`src/sv/tcw_pkg.sv`:
```
// Package for the text console writer.
// Holds the operation codes, control byte codes, sequencer states and the print control word.
// No dependencies.
package tcw_pkg;

    typedef enum logic [1:0] {
        OP_PRINT = 2'd0,
        OP_CLEAR = 2'd1,
        OP_READ  = 2'd2,
        OP_NONE  = 2'd3
    } t_op;

    localparam logic [7:0] CH_BS  = 8'h08;
    localparam logic [7:0] CH_TAB = 8'h09;
    localparam logic [7:0] CH_LF  = 8'h0A;
    localparam logic [7:0] CH_CR  = 8'h0D;

    typedef enum logic [2:0] {
        ST_INIT,
        ST_IDLE,
        ST_SCROLL,
        ST_CLEAR,
        ST_EMIT
    } t_state;

    typedef struct packed {
        logic wr_char;
        logic wr_color;
        logic scroll;
    } t_print_ctl;

endpackage

```
`src/sv/tcw_cursor.sv`:
```
// Cursor registers and the print decode: control bytes, column wrap, row advance and scroll request.
// Uses tcw_pkg for the control byte codes and the print control word.
module tcw_cursor #(
    parameter int COLUMNS   = 80,
    parameter int ROWS      = 25,
    parameter int TAB_WIDTH = 8,
    localparam int CELLS = COLUMNS * ROWS,
    localparam int CW    = $clog2(COLUMNS),
    localparam int RW    = $clog2(ROWS),
    localparam int BW    = $clog2(CELLS)
) (
    input  logic                i_clk,
    input  logic                i_rst_n,
    input  logic                i_step,
    input  logic                i_home,
    input  logic [7:0]          i_char_code,
    output logic [CW-1:0]       o_col,
    output logic [RW-1:0]       o_row,
    output logic [BW-1:0]       o_base,
    output logic [BW-1:0]       o_wr_addr,
    output tcw_pkg::t_print_ctl o_ctl
);

    localparam int XW = $clog2(COLUMNS + TAB_WIDTH);
    localparam int PW = $clog2(TAB_WIDTH);

    logic [CW-1:0] r_col, n_col;
    logic [RW-1:0] r_row, n_row;
    logic [BW-1:0] r_base, n_base;
    logic [PW-1:0] r_phase, n_phase;

    logic [XW-1:0]       col_x;
    logic [RW:0]         row_x;
    logic                line_inc;
    logic [BW-1:0]       wr_addr;
    tcw_pkg::t_print_ctl ctl;

    always_comb begin
        col_x    = XW'(r_col);
        n_phase  = r_phase;
        line_inc = 1'b0;
        ctl      = '0;
        wr_addr  = r_base + BW'(r_col);
        unique case (i_char_code)
            tcw_pkg::CH_BS: begin
                if (r_col != '0) begin
                    col_x       = XW'(r_col) - XW'(1);
                    n_phase     = (r_phase == '0) ? PW'(TAB_WIDTH - 1) : r_phase - PW'(1);
                    wr_addr     = r_base + BW'(r_col) - BW'(1);
                    ctl.wr_char = 1'b1;
                end
            end
            tcw_pkg::CH_TAB: begin
                col_x   = XW'(r_col) + XW'(TAB_WIDTH) - XW'(r_phase);
                n_phase = '0;
            end
            tcw_pkg::CH_CR: begin
                col_x   = '0;
                n_phase = '0;
            end
            tcw_pkg::CH_LF: begin
                col_x    = '0;
                n_phase  = '0;
                line_inc = 1'b1;
            end
            default: begin
                ctl.wr_char  = 1'b1;
                ctl.wr_color = 1'b1;
                col_x        = XW'(r_col) + XW'(1);
                n_phase      = (r_phase == PW'(TAB_WIDTH - 1)) ? '0 : r_phase + PW'(1);
            end
        endcase
        if (col_x >= XW'(COLUMNS)) begin
            col_x    = '0;
            n_phase  = '0;
            line_inc = 1'b1;
        end
        row_x      = {1'b0, r_row} + (RW + 1)'(line_inc);
        ctl.scroll = (row_x >= (RW + 1)'(ROWS - 1));
        n_col      = CW'(col_x);
        if (ctl.scroll) begin
            n_row  = r_row;
            n_base = r_base;
        end else begin
            n_row  = RW'(row_x);
            n_base = line_inc ? r_base + BW'(COLUMNS) : r_base;
        end
    end

    always_ff @(posedge i_clk) begin
        if (!i_rst_n || i_home) begin
            r_col   <= '0;
            r_row   <= '0;
            r_base  <= '0;
            r_phase <= '0;
        end else if (i_step) begin
            r_col   <= n_col;
            r_row   <= n_row;
            r_base  <= n_base;
            r_phase <= n_phase;
        end
    end

    assign o_col     = r_col;
    assign o_row     = r_row;
    assign o_base    = r_base;
    assign o_wr_addr = wr_addr;
    assign o_ctl     = ctl;

endmodule

```
`config.mk`:
```
export PLATFORM = sky130hd
export DESIGN_NAME = tcw_cursor
export DESIGN_NICKNAME = d
export VERILOG_FILES = /design/src/sv/tcw_pkg.sv /design/src/sv/tcw_cursor.sv
export SDC_FILE = /design/constraint.sdc
export NUM_CORES = 1
export LEC_CHECK = 0
export ABC_CLOCK_PERIOD_IN_PS = 6800
export BUFFER_PORTS_ARGS = -buffer_cell sky130_fd_sc_hd__buf_4
export CAP_MARGIN = 10
export CORE_ASPECT_RATIO = 1.25
export CORE_MARGIN = 2
export CORE_UTILIZATION = 60
export DETAILED_ROUTE_END_ITERATION = 8
export PLACE_DENSITY = 0.86
export SYNTH_ARGS = -nofsm -noshare
export SYNTH_HDL_FRONTEND = slang
export SYNTH_SLANG_ARGS = --single-unit
```
`constraint.sdc`:
```
create_clock -name i_clk -period 6.8 [get_ports i_clk]
set_input_delay 0.34 -clock i_clk [delete_from_list [all_inputs] [get_ports i_clk]]
set_output_delay 0.34 -clock i_clk [all_outputs]
set_load 0.005 [all_outputs]
```
* After elaboration in Yosys (flattened, before gate mapping)
Index checks and enable logic that the tools add are counted.
Operators by class: reduce and logical (&&, ||, !) cells 10, bitwise logic cells 1, magnitude comparators 2, muxes and demuxes 15, divide/modulo/power cells 0, multipliers 0, add/sub/neg operators 10, eq/ne operators 6, shift operators 0
Operators with widths (count):
- == test 8 x 4 -> 1 bit (second input constant) | 4
- 2-to-1 mux 11 bit | 2
- case mux 7 bit (3 select lines) | 1
- 2-to-1 mux 7 bit | 2
- 2-to-1 mux 3 bit | 4
- adder 11 x 7 -> 11 bit | 1
- adder 11 x 7 -> 11 bit (second input constant) | 1
- subtractor 11 x 1 -> 11 bit (second input constant) | 1
- adder 7 x 1 -> 7 bit (second input constant) | 1
- adder 7 x 4 -> 7 bit (second input constant) | 1
- greater-or-equal comparator 7 bit (second input constant) | 1
- nonzero test 7 bit | 1
- subtractor 7 x 1 -> 7 bit (second input constant) | 1
- subtractor 7 x 3 -> 7 bit | 1
- adder 5 x 1 -> 6 bit | 1
- greater-or-equal comparator 6 x 5 -> 1 bit (second input constant) | 1
- case mux 3 bit (2 select lines) | 1
- 2-to-1 mux 1 bit | 4
- AND reduction 2 bit | 2
- OR reduction 4 bit | 1
- adder 3 x 1 -> 3 bit (second input constant) | 1
- == test 3 bit (second input constant) | 1
- logical NOT 3 bit | 1
- != test 3 bit (second input constant) | 1
- 8 further kinds | 8
Word-level totals: output and inout port bits 37, flip-flop bits (word level) 26, bits in read-only memories 0, word-level logic and storage cells 48, memory bits (writable) 0, memories 0, bits of input ports 12, latch bits 0

* Logic depth before layout (Yosys ltp)
Gate-level depths: netlist (run 1).
word-level depth 9, gate-level depth with buffers 23, gate-level depth less buffers 21

* Worst setup path after synthesis (run 1)
No wires, ideal clock.
path type reg2reg, start register r_col[5] (netlist: o_col[5]), end register r_base[7] (netlist: o_base[7]), data arrival time 4.019 ns, slack 2.665 ns, stages on the path, launching flop included 21, path buffers 4, clock period less this slack 4.135 ns, required time 6.684 ns, setup time 0.116 ns, cells stage by stage dfxtp_1 > clkbuf_1 > inv_1 > ha_1 > and3b_1 > clkbuf_1 > or4_4 > a21oi_2 > o31ai_2 > and3b_1 > buf_6 > nor2_1 > ha_1 > ha_1 > nand2_1 > a32oi_1 > and2_1 > clkbuf_1 > nand2_1 > o311a_1 > a41o_1
On the way: cells in the longest elaborated chain, start to end 9
RTL lines:
- from (decl) | line tcw_cursor.sv:27 | logic [CW-1:0] r_col, n_col;
- from (signal assigned) | line tcw_cursor.sv:97 | r_col <= n_col;
- adder 7 x 4 -> 7 bit (tied with other cells) | line tcw_cursor.sv:54 | col_x = XW'(r_col) + XW'(TAB_WIDTH) - XW'(r_phase);
- subtractor 7 x 3 -> 7 bit or 2-to-1 mux 7 bit (tied branches) | line tcw_cursor.sv:54, tcw_cursor.sv:46
- case mux 7 bit (3 select lines) (*) | line tcw_cursor.sv:44 | unique case (i_char_code)
- greater-or-equal comparator 7 bit (*) | line tcw_cursor.sv:73 | if (col_x >= XW'(COLUMNS)) begin
- 2-to-1 mux 1 bit (*) | line tcw_cursor.sv:73
- adder 5 x 1 -> 6 bit | line tcw_cursor.sv:78 | row_x = {1'b0, r_row} + (RW + 1)'(line_inc);
- greater-or-equal comparator 6 x 5 -> 1 bit | line tcw_cursor.sv:79 | ctl.scroll = (row_x >= (RW + 1)'(ROWS - 1));
- NOT 1 bit (no source line)
- AND reduction 3 bit (no source line) (*)
- to (signal assigned) | line tcw_cursor.sv:99 | r_base <= n_base;
- to (decl) | line tcw_cursor.sv:29 | logic [BW-1:0] r_base, n_base;
Mark *: on every way between the ends. The rest lies on a longest branch, timed or not. A chain may end at the register's enable or synchronous reset.

* Final worst setup path (run 1)
start register r_col[0] (netlist: o_col[0]), end register r_base[7] (netlist: o_base[7])
The elaborated chain is that of the path after synthesis.

==> results of run 1 <==
-- layer usage --
layer  up-vias  routed length, um  track usage [%]
li1       1134                  -                -
met1      1097               2390            34.47
met2        93               2950            48.79
met5         -                  0                0
met3        21                288            2.641
met4         0                199            11.85
-- kinds of logic (layout without fill, tap and decap cells) --
logic type / count (synthesis) / in the layout / share of synthesized area [%]
and+or+nand+nor: 113 / 113 / 27.68
AOI/OAI and AO/OA: 69 / 69 / 20.11
buffers and inverters: 40 / 68 / 7.520
adders and majority gates: 25 / 25 / 13.97
DFF: 22 / 22 / 18.77
xor gates and xnor gates: 20 / 20 / 7.467
muxes: 10 / 10 / 4.320
other: 1 / 4 / 0.1598
-- final cells by class --
| class | instances | area share (%) |
|---|---|---|
| repair buffers | 45 | 12.53 |
| multi-input cells | 241 | 64.58 |
| well taps | 40 | 1.857 |
| flip-flops and latches | 22 | 16.34 |
| clock buffers | 4 | 2.043 |
| inverters | 19 | 2.646 |
-- registers in the layout (all words and copies together), names as in the netlist --
name and cells:
o_row 5, o_col 7, r_phase 3, o_base 7
-- stage by stage --
stage	worst slack [ns]	instance area, um2	hold WS, ns
after detailed placement	2.159	2640	0.4726
final	2.051	2695	0.3987
after CTS	2.088	2695	0.3953
after global placement	2.385	2640	0.4664
after floorplan	2.665	2357	0.4486
after global routing	1.636	2695	0.4281
-- report_power, final --
part | leakage, nW | internal [W] | switching [W] | total (W)
logic | 1.03 | 0.0000188 | 0.0000271 | 0.0000458
clock network | 0.0288 | 0.0000516 | 0.0000445 | 0.0000961
registers | 0.178 | 0.000130 | 0.00000197 | 0.000132
total | 1.23 | 0.000200 | 0.0000735 | 0.000274
-- worst max path at each step --
| stage | startpoint | endpoint | slack, ns | depth (start not counted) |
|---|---|---|---|---|
| 3_5_place_dp | o_col[0] | o_base[7] | 2.16 | 21 |
| 3_3_place_gp | o_col[0] | o_base[7] | 2.38 | 21 |
| 6_report | o_col[0] | o_base[7] | 2.05 | 21 |
| 5_1_grt | o_col[0] | o_base[7] | 1.64 | 21 |
| 4_1_cts | o_col[0] | o_base[7] | 2.09 | 21 |
| 2_1_floorplan | o_col[5] | o_base[7] | 2.66 | 20 |
-- cell usage in the layout (no fill, tap or decap), drive strengths merged, types with 4 or more instances in the layout --
master,netlist,final
buf,8,45
nand2,30,30
ha,23,23
dfxtp,22,22
nor2,21,21
inv,19,19
o21ai,16,16
a21oi,15,15
xnor2,11,11
mux2i,9,9
xor2,9,9
nor3,8,8
nand3,8,8
or4,7,7
nand2b,6,6
nor2b,6,6
and2,6,6
o31ai,5,5
a211oi,4,4
conb,1,4
clkbuf,13,4
or3,4,4
==> run metrics, run 1 <==
largest net degree at the start of global routing 19; via count about 2.3k; Initial DRC Count 176; Worst Hold Class primary input to register; dominant cells by area after synthesis dfxtp_1 19%, ha_1 12%, nand2_1 4.6%, xnor2_1 4.1%, mux2i_1 3.8%; reg2reg setup slack 2.05 ns; antenna violations before repair 0; # nets final 369; gpl congestion about 0.89; Hold Buf Count CTS 0; Netlist cell types 62; Max Cap Viol 0; number of global-route vias before repair about 2.1k; period utilization about 70%; Pre-Repair DR Iteration Count 5; Pleak 1.234 nW; multi-input logic area 1740 um2; Crit Path Category register to register; CP Capture Type register; Root Buffer clkbuf_8; most frequent cell after synthesis nand2_1; async set-or-reset flop fraction in the synthesized netlist 0%; Row Count 25; R2R cell count 21; Synth-to-Final Area Change 14.88%; first-pass GRT wire length 9701 um; final WL 5828 um; setup repair after global routing missed its margin no; startpoint types register; Layout fillers 300; ys flop type dfxtp_1; PD cells 101.5 nW/um2; FMAX 0.2106 GHz; post-synthesis register bit count 22; total gr overflow 0; Worst EP required 6.97 ns; CP Buf/Inv Count 3; Worst-path clk slew approximately 0.090 ns; Die Ht approximately 74 um; Placed Cells approximately 370; starting density of the core between 60% and 70%; number of enable flip-flop cells after synthesis 0; register area 440.4 um2; Mapped Cells 300; top-area cell type share of the netlist area 18.77%; status finished clean; PostCTS Resize Cnt 0; Worst path most repeated cell ha_1; Worst Hold Path Cells 2; cts bufs inserted 3; final setup TNS 0 ns; area of the mapped netlist approximately 2300 um2; hold_sp i_step; largest area contributor in the netlist dfxtp_1; Slew headroom 32.21%; Die Wd between 50 and 60 um; post-synthesis sequential area ratio 18.77%; origin of the critical flop-to-flop path o_col[0]; Non-Filler Instances 371; I/O Buffers 44; fin. max-slew vios 0; CTS sink count 22; dpl hpwl about 4500 um; layout cell share with drive strength beyond 1 19.03%; Final Critical Period 4.749 ns; # diodes 0; crit-path cells inv_1, ha_1, inv_1, ha_1, inv_1, fa_1, nor2b_1, nor3_1, mux2i_1, o31ai_2, and3b_1, nor2_1, ha_1, ha_1, nand3b_1, o21ai_0, a32oi_1, and2_1, nand2_1, o311a_1, a41o_1; core area between 3000 and 4000 um2; Worst Hold End o_col[4]; synthesized area per cell just under 8 um2; Worst-Margin Slew 1.015 ns; Max Fanout on Critical Path 8; VDD IR-drop max around 90 uV; Post-Route Skew 0.006127 ns; Die ar. 4429 um2; DRT antenna net count 0; total number of yosys warnings 0; via/cell ratio 6.321; drt drc 0; CTS tree yes; total power roughly 0.00027 W; Finish-stage setup viols 0; WL per Instance 15.71 um; Post-CTS Repair Setup Buffers 0; total track usage 27.99%; post-layout util a little under three quarters; R2R Path End o_base[7]; I/O pin cnt 49; Slowest-stage cell, CP dfxtp_1; H-tree depth 1; Final Hold Viols 0; clk_lat worst skew about 0.26 ns; Worst path top cell family by delay adder cells; CP arrival ~4.9 ns; Synth top cells by count 29 x nand2_1, 23 x ha_1, 22 x dfxtp_1; Max stage delay on crit path 0.52 ns; clk buf depth 2
(Power assumes the default switching activity.)
==> run 2, diff against run 1 <==
Settings changed: ABC_CLOCK_PERIOD_IN_PS 6800 to 4400, CORE_UTILIZATION 60 to 56, PLACE_DENSITY 0.86 to 0.81.
Clock period 6.8 ns to 4.4 ns, I/O delays scaled along.
==> run 2 against run 1 <==
  * Routed wire length up 2.8%
  * Core utilization down 2.4 points
  * Clock skew up 0.00060 ns
  * Sequential power up 53%
  * Sequential share of layout area down 0.61 points
  * Via count up 1.5%
  * Register-to-register slack worse by 1.7 ns
  * Die area up 6.7%
  * Flip-flop and latch count unchanged
  * Cell count up 7.3%
==> run metrics, run 2 (synthesis gave the netlist of run 1 again) <==
status finished clean; Max Fanout on Critical Path 5 (-3); clk_lat worst skew 0.27 ns (about the same); Worst EP required 4.56 ns (-2.41 ns); Worst-Margin Slew 1.040 ns (+0.02534 ns); Cell Area, Placed 2720 um2 (+3.0%); Pre-Repair DR Iteration Count 5 (unchanged); most frequent cells in the layout 56 x buf_4, 29 x nand2_1, 23 x ha_1; fin. max-slew vios 0 (unchanged); total gr overflow 0 (unchanged); Slew headroom 30.52% (-1.7 points); DRT antenna net count 0 (unchanged); Final Critical Period 4.039 ns (-0.7097 ns); Root Buffer clkbuf_8; CP arrival 4.20 ns (-0.71 ns); PD cells 167.2 nW/um2 (+65%); layout cell share with drive strength beyond 1 22.81% (+3.8 points); drt drc 0 (unchanged); I/O Buffers 44 (unchanged); Worst Hold Path Cells 2 (unchanged); FMAX 0.2476 GHz (+18%); dpl hpwl 4588 um (+2.8%); Initial DRC Count 119 (-32%); cts bufs inserted 3 (unchanged); gpl congestion 0.9526 (+6.6%); R2R cell count 19 (-9.5%); final WL 5993 um (+2.8%); Die ar. 4726 um2 (+6.7%); Final Hold Viols 0 (unchanged); number of global-route vias before repair 2258 (+7.1%); Layout fillers 353 (+18%); core area 4066 um2 (+8.3%); Pleak 1.297 nW (+5.1%); total track usage 26.75% (-1.2 points); Finish-stage setup viols 0 (unchanged); Die Wd 61.89 um (+3.3%); H-tree depth 1 (unchanged); commonest non-fill, non-tap cell in the layout buf_4; via/cell ratio 5.982 (-5.4%); CP Capture Type register; Max Cap Viol 0 (unchanged); final setup TNS 0 ns (unchanged); pre-CTS setup slack 0.1589 ns (-2.000 ns); Worst Hold Class primary input to register; period utilization 91.81% (+22 points); I/O pin cnt 49 (unchanged); WL per Instance 15.06 um (-4.1%); clk buf depth 2 (unchanged); Crit Path Category register to register; CTS sink count 22 (unchanged); CTS tree yes; Worst-path clk slew 0.09 ns (about the same); Row Count 26 (+4.0%); via count 2381 (+1.5%); Post-Route Skew 0.006731 ns (+0.0006048 ns); # nets final 380 (+3.0%); largest net degree at the start of global routing 19 (unchanged); Synth-to-Final Area Change 20.37%; # diodes 0 (unchanged); Die Ht 76.37 um (+3.3%); starting density of the core 57.69% (-4.8 points); design area 2824 um2 (+4.8%); antenna violations before repair 0 (unchanged); startpoint types register; first-pass GRT wire length 9908 um (+2.1%); VDD IR-drop max 170.7 uV (+90%); post-route setup slack 0.3606 ns (-1.690 ns)
## run 2: final timing paths
kind,start,endpoint,slack (ns)
max,r_phase[1],o_base[6],0.36
min,i_step,o_col[4],0.29
max reg2reg,r_phase[1],o_base[6],0.36
min reg2reg,r_phase[1],r_phase[1],0.48
## run 2: repair_timing
action                     CTS  global route
hold endpoints to repair     0             0
setup endpoints to repair    0            13
hold buffers                 0             0
setup buffers                0             3
gates resized for setup      0             5
## run 2: critical path: stages (launching register included)
cell and delay [ns]:
dfxtp_1 0.36, inv_1 0.08, ha_1 0.28, ha_1 0.18, inv_1 0.06, fa_1 0.37
nor2b_1 0.16, nor3_1 0.07, mux2i_1 0.15, o31ai_2 0.28, and3b_2 0.25, nor2_1 0.07
ha_1 0.21, ha_1 0.23, nand3b_1 0.11, o21ai_0 0.09, a32oi_1 0.24, nand2_1 0.17
or4_4 0.44, mux2i_1 0.13
## run 2: routing by layer
metal | vias to the layer above | global-route usage [%] | part of all wire, %
li1 | 1150 | - | -
met1 | 1119 | 31.58 | 41
met2 | 92 | 45.37 | 50
met3 | 20 | 2.037 | 4.9
met4 | 0 | 14.68 | 3.5
met5 | - | 0 | 0
## run 2: final cells by class
class	count	area, um2	area share, %
Sequential cell	22	444.2	15.73
Timing Repair Buffer	56	420.4	14.89
Inverter	19	71.32	2.525
Clock inverter	1	30.03	1.063
Multi-Input combinational cell	241	1747	61.85
Clock buffer	3	41.29	1.462
Tap cell	56	70.07	2.481
## run 2: metrics by stage
step                      hold slack [ns]  power [W]  std cells  utilization (%)
final                              0.2946  0.0004720        398            69.45
after detailed placement           0.4710  0.0002809        391            66.89
after global placement             0.4670  0.0002797        391            66.89
after floorplan                    0.3947  0.0002563        303                -
after CTS                          0.2915  0.0004695        395            68.65
after global routing               0.3190  0.0004925        398            69.45
## run 2: power breakdown
part           switching (W)  leakage (nW)  internal, W
clock network      0.0000712        0.0357     0.000122
logic              0.0000443          1.08    0.0000329
registers         0.00000194         0.178     0.000200
total               0.000117          1.30     0.000355
==> run 3, diff against run 2 <==
Settings changed: CORE_ASPECT_RATIO 1.25 to 0.6.
==> run 3 against run 2 <==
  * First-iteration DRC count is 91% higher
  * Routed wire length is 7.5% higher
  * Setup slack worse by 0.085 ns
  * Fmax is 2.1% lower
  * Core utilization is 0.45 points lower
  * Cell count is 0.75% higher
  * Combinational power is 4.3% higher
  * Critical endpoint unchanged
  * Largest cell class unchanged
  * Highest routed layer unchanged
==> run metrics, run 3 (synthesis gave the netlist of run 1 again) <==
Worst-Margin Slew 0.9686 ns (-0.07154 ns); via count 2377 (-0.17%); Pre-Repair DR Iteration Count 4 (-1); first-pass GRT wire length 9846 um (-0.63%); cts bufs inserted 3 (unchanged); PD cells 153.6 nW/um2 (-8.1%); multi-input logic area 1757 um2 (+0.57%); Slew headroom 35.30% (+4.8 points); via/cell ratio 5.928 (-0.91%); Max Fanout on Critical Path 9 (+4); core area 4076 um2 (+0.25%); Flop pwr share 46.9% (+4.1 points); commonest non-fill, non-tap cell in the layout buf_4; fin. max-slew vios 0 (unchanged); startpoint types register; combinational group share of total power 18.6% (+2.3 points); total gr overflow 0 (unchanged); # nets final 379 (-0.26%); Max Cap Viol 0 (unchanged); hold_sp i_step; drt drc 0 (unchanged); Finish-stage setup viols 0 (unchanged); Sw Ratio 27.41% (+2.5 points); Die Wd 87.56 um (+41%); period utilization 93.73% (+1.9 points); R2R cell count 15 (-4); Die ar. 4740 um2 (+0.29%); Final Hold Viols 0 (unchanged); Layout fillers 358 (+1.4%); Die Ht 54.14 um (-29%); Worst Hold Path Cells 2 (unchanged); Hold Buf Count CTS 0 (unchanged); pre-CTS setup slack 0.05661 ns (-0.1023 ns); final WL 6441 um (+7.5%); CTS sink count 22 (unchanged); register area 441.7 um2 (-0.56%); gpl congestion 1.018 (+6.9%); dpl hpwl 4932 um (+7.5%); CTS tree yes; R2R Path End o_base[6]; Crit Path Category register to register; number of global-route vias before repair 1953 (-14%); FMAX 0.2425 GHz (-2.1%); Pleak 1.287 nW (-0.76%); I/O pin cnt 49 (unchanged); Worst EP required 4.56 ns (about the same); Worst-path clk slew 0.08 ns (about the same); antenna violations before repair 0 (unchanged); clock network fraction of design power 34.5% (-6.3 points); CP arrival 4.28 ns (+0.08 ns); Worst Hold Class primary input to register; WL per Instance 16.06 um (+6.7%); Final Critical Period 4.124 ns (+0.08469 ns); Post-Route Skew 0.002538 ns (-0.004193 ns); post-layout util 69.00% (-0.45 points); # diodes 0 (unchanged); Initial DRC Count 227 (+91%); largest net degree at the start of global routing 19 (unchanged); post-route setup slack 0.2759 ns (-0.08468 ns); origin of the critical flop-to-flop path o_col[1]; most frequent cells in the layout 55 x buf_4, 29 x nand2_1, 23 x ha_1; H-tree depth 1 (unchanged); I/O Buffers 44 (unchanged); crit path launch o_col[1]; Row Count 18 (-31%); VDD IR-drop max 186.8 uV (+9.4%); clk_lat worst skew 0.26 ns (about the same); Root Buffer clkbuf_8; Worst Hold End o_col[4]; Synth-to-Final Area Change 19.89%; DRT antenna net count 0 (unchanged); CP Capture Type register; total track usage 27.17% (+0.42 points); status finished clean; Worst Hold Slack 0.2886 ns (-0.006041 ns); layout cell share with drive strength beyond 1 23.17% (+0.36 points); clk buf depth 2 (unchanged); net switching power 0.0001184 W (+0.85%); reg2reg setup slack 0.28 ns (-0.08 ns); cell internal pwr 0.0003136 W (-12%); starting density of the core 57.55% (-0.14 points)
==> run 3: cell types whose count changed in the layout (fill, tap and decap cells not counted), sizes merged <==
cell	previous run	this run
clkbuf	3	4
buf	56	55
bufinv	1	0
==> run 3: worst max-delay path by stage <==
stage / depth (start not counted) / end / slack [ns]
after floorplan: 20 / o_base[7] / 0.26
after global placement: 20 / o_base[6] / 0.29
after detailed placement: 20 / o_base[6] / 0.06
after CTS: 20 / o_base[6] / 0.04
after global routing: 22 / o_base[9] / -0.06
final: 15 / o_base[6] / 0.28
==> run 3: cell type report <==
class                      instances  area share [%]
inverter                          19           2.536
multi-input combinational        241           62.46
tap                               60           2.669
timing repair buffer              55           14.68
sequential                        22           15.70
clock buffer                       4           1.957
==> run 3: worst max-delay path: stages, from the launching register on <==
cell and delay (ns):
dfxtp_1 0.40, inv_1 0.16, ha_1 0.23, or3b_2 0.50
a211o_1 0.31, a211oi_1 0.31, a221o_1 0.32, nor2_4 0.08
nor2_1 0.14, ha_1 0.22, ha_1 0.24, nand2_1 0.07
a32oi_1 0.27, nand2_1 0.17, or4_4 0.44, mux2i_1 0.13
==> run 3: power by group through the flow <==
stage	logic (W)	clock network [W]	registers [W]
final	0.0000804	0.000149	0.000203
after global routing	0.0000871	0.000160	0.000203
after CTS	0.0000768	0.000152	0.000202
after detailed placement	0.0000766	0	0.000207
after global placement	0.0000748	0	0.000207
after floorplan	0.0000492	0	0.000207
==> run 3: metrics by stage <==
stage	TNS [ns]	instances	instance area, um2	power [W]
after floorplan	0	303	2357	0.0002563
after global placement	0	394	2718	0.0002818
after detailed placement	0	394	2718	0.0002838
after CTS	0	398	2773	0.0004316
after global routing	-0.2055	401	2813	0.0004499
final	0	401	2813	0.0004320
==> run 3: routing by layer <==
layer / global-route usage, % / share of wire (%)
met5: 0 / 0
met2: 37.50 / 41
met3: 3.834 / 7.7
met1: 44.05 / 51
met4: 4.103 / 0.33
==> run 3: repair_timing <==
item                                    4_1_cts  5_1_grt
endpoints found under the setup margin        0       13
setup buffers                                 0        3
gates resized for setup                       0        7
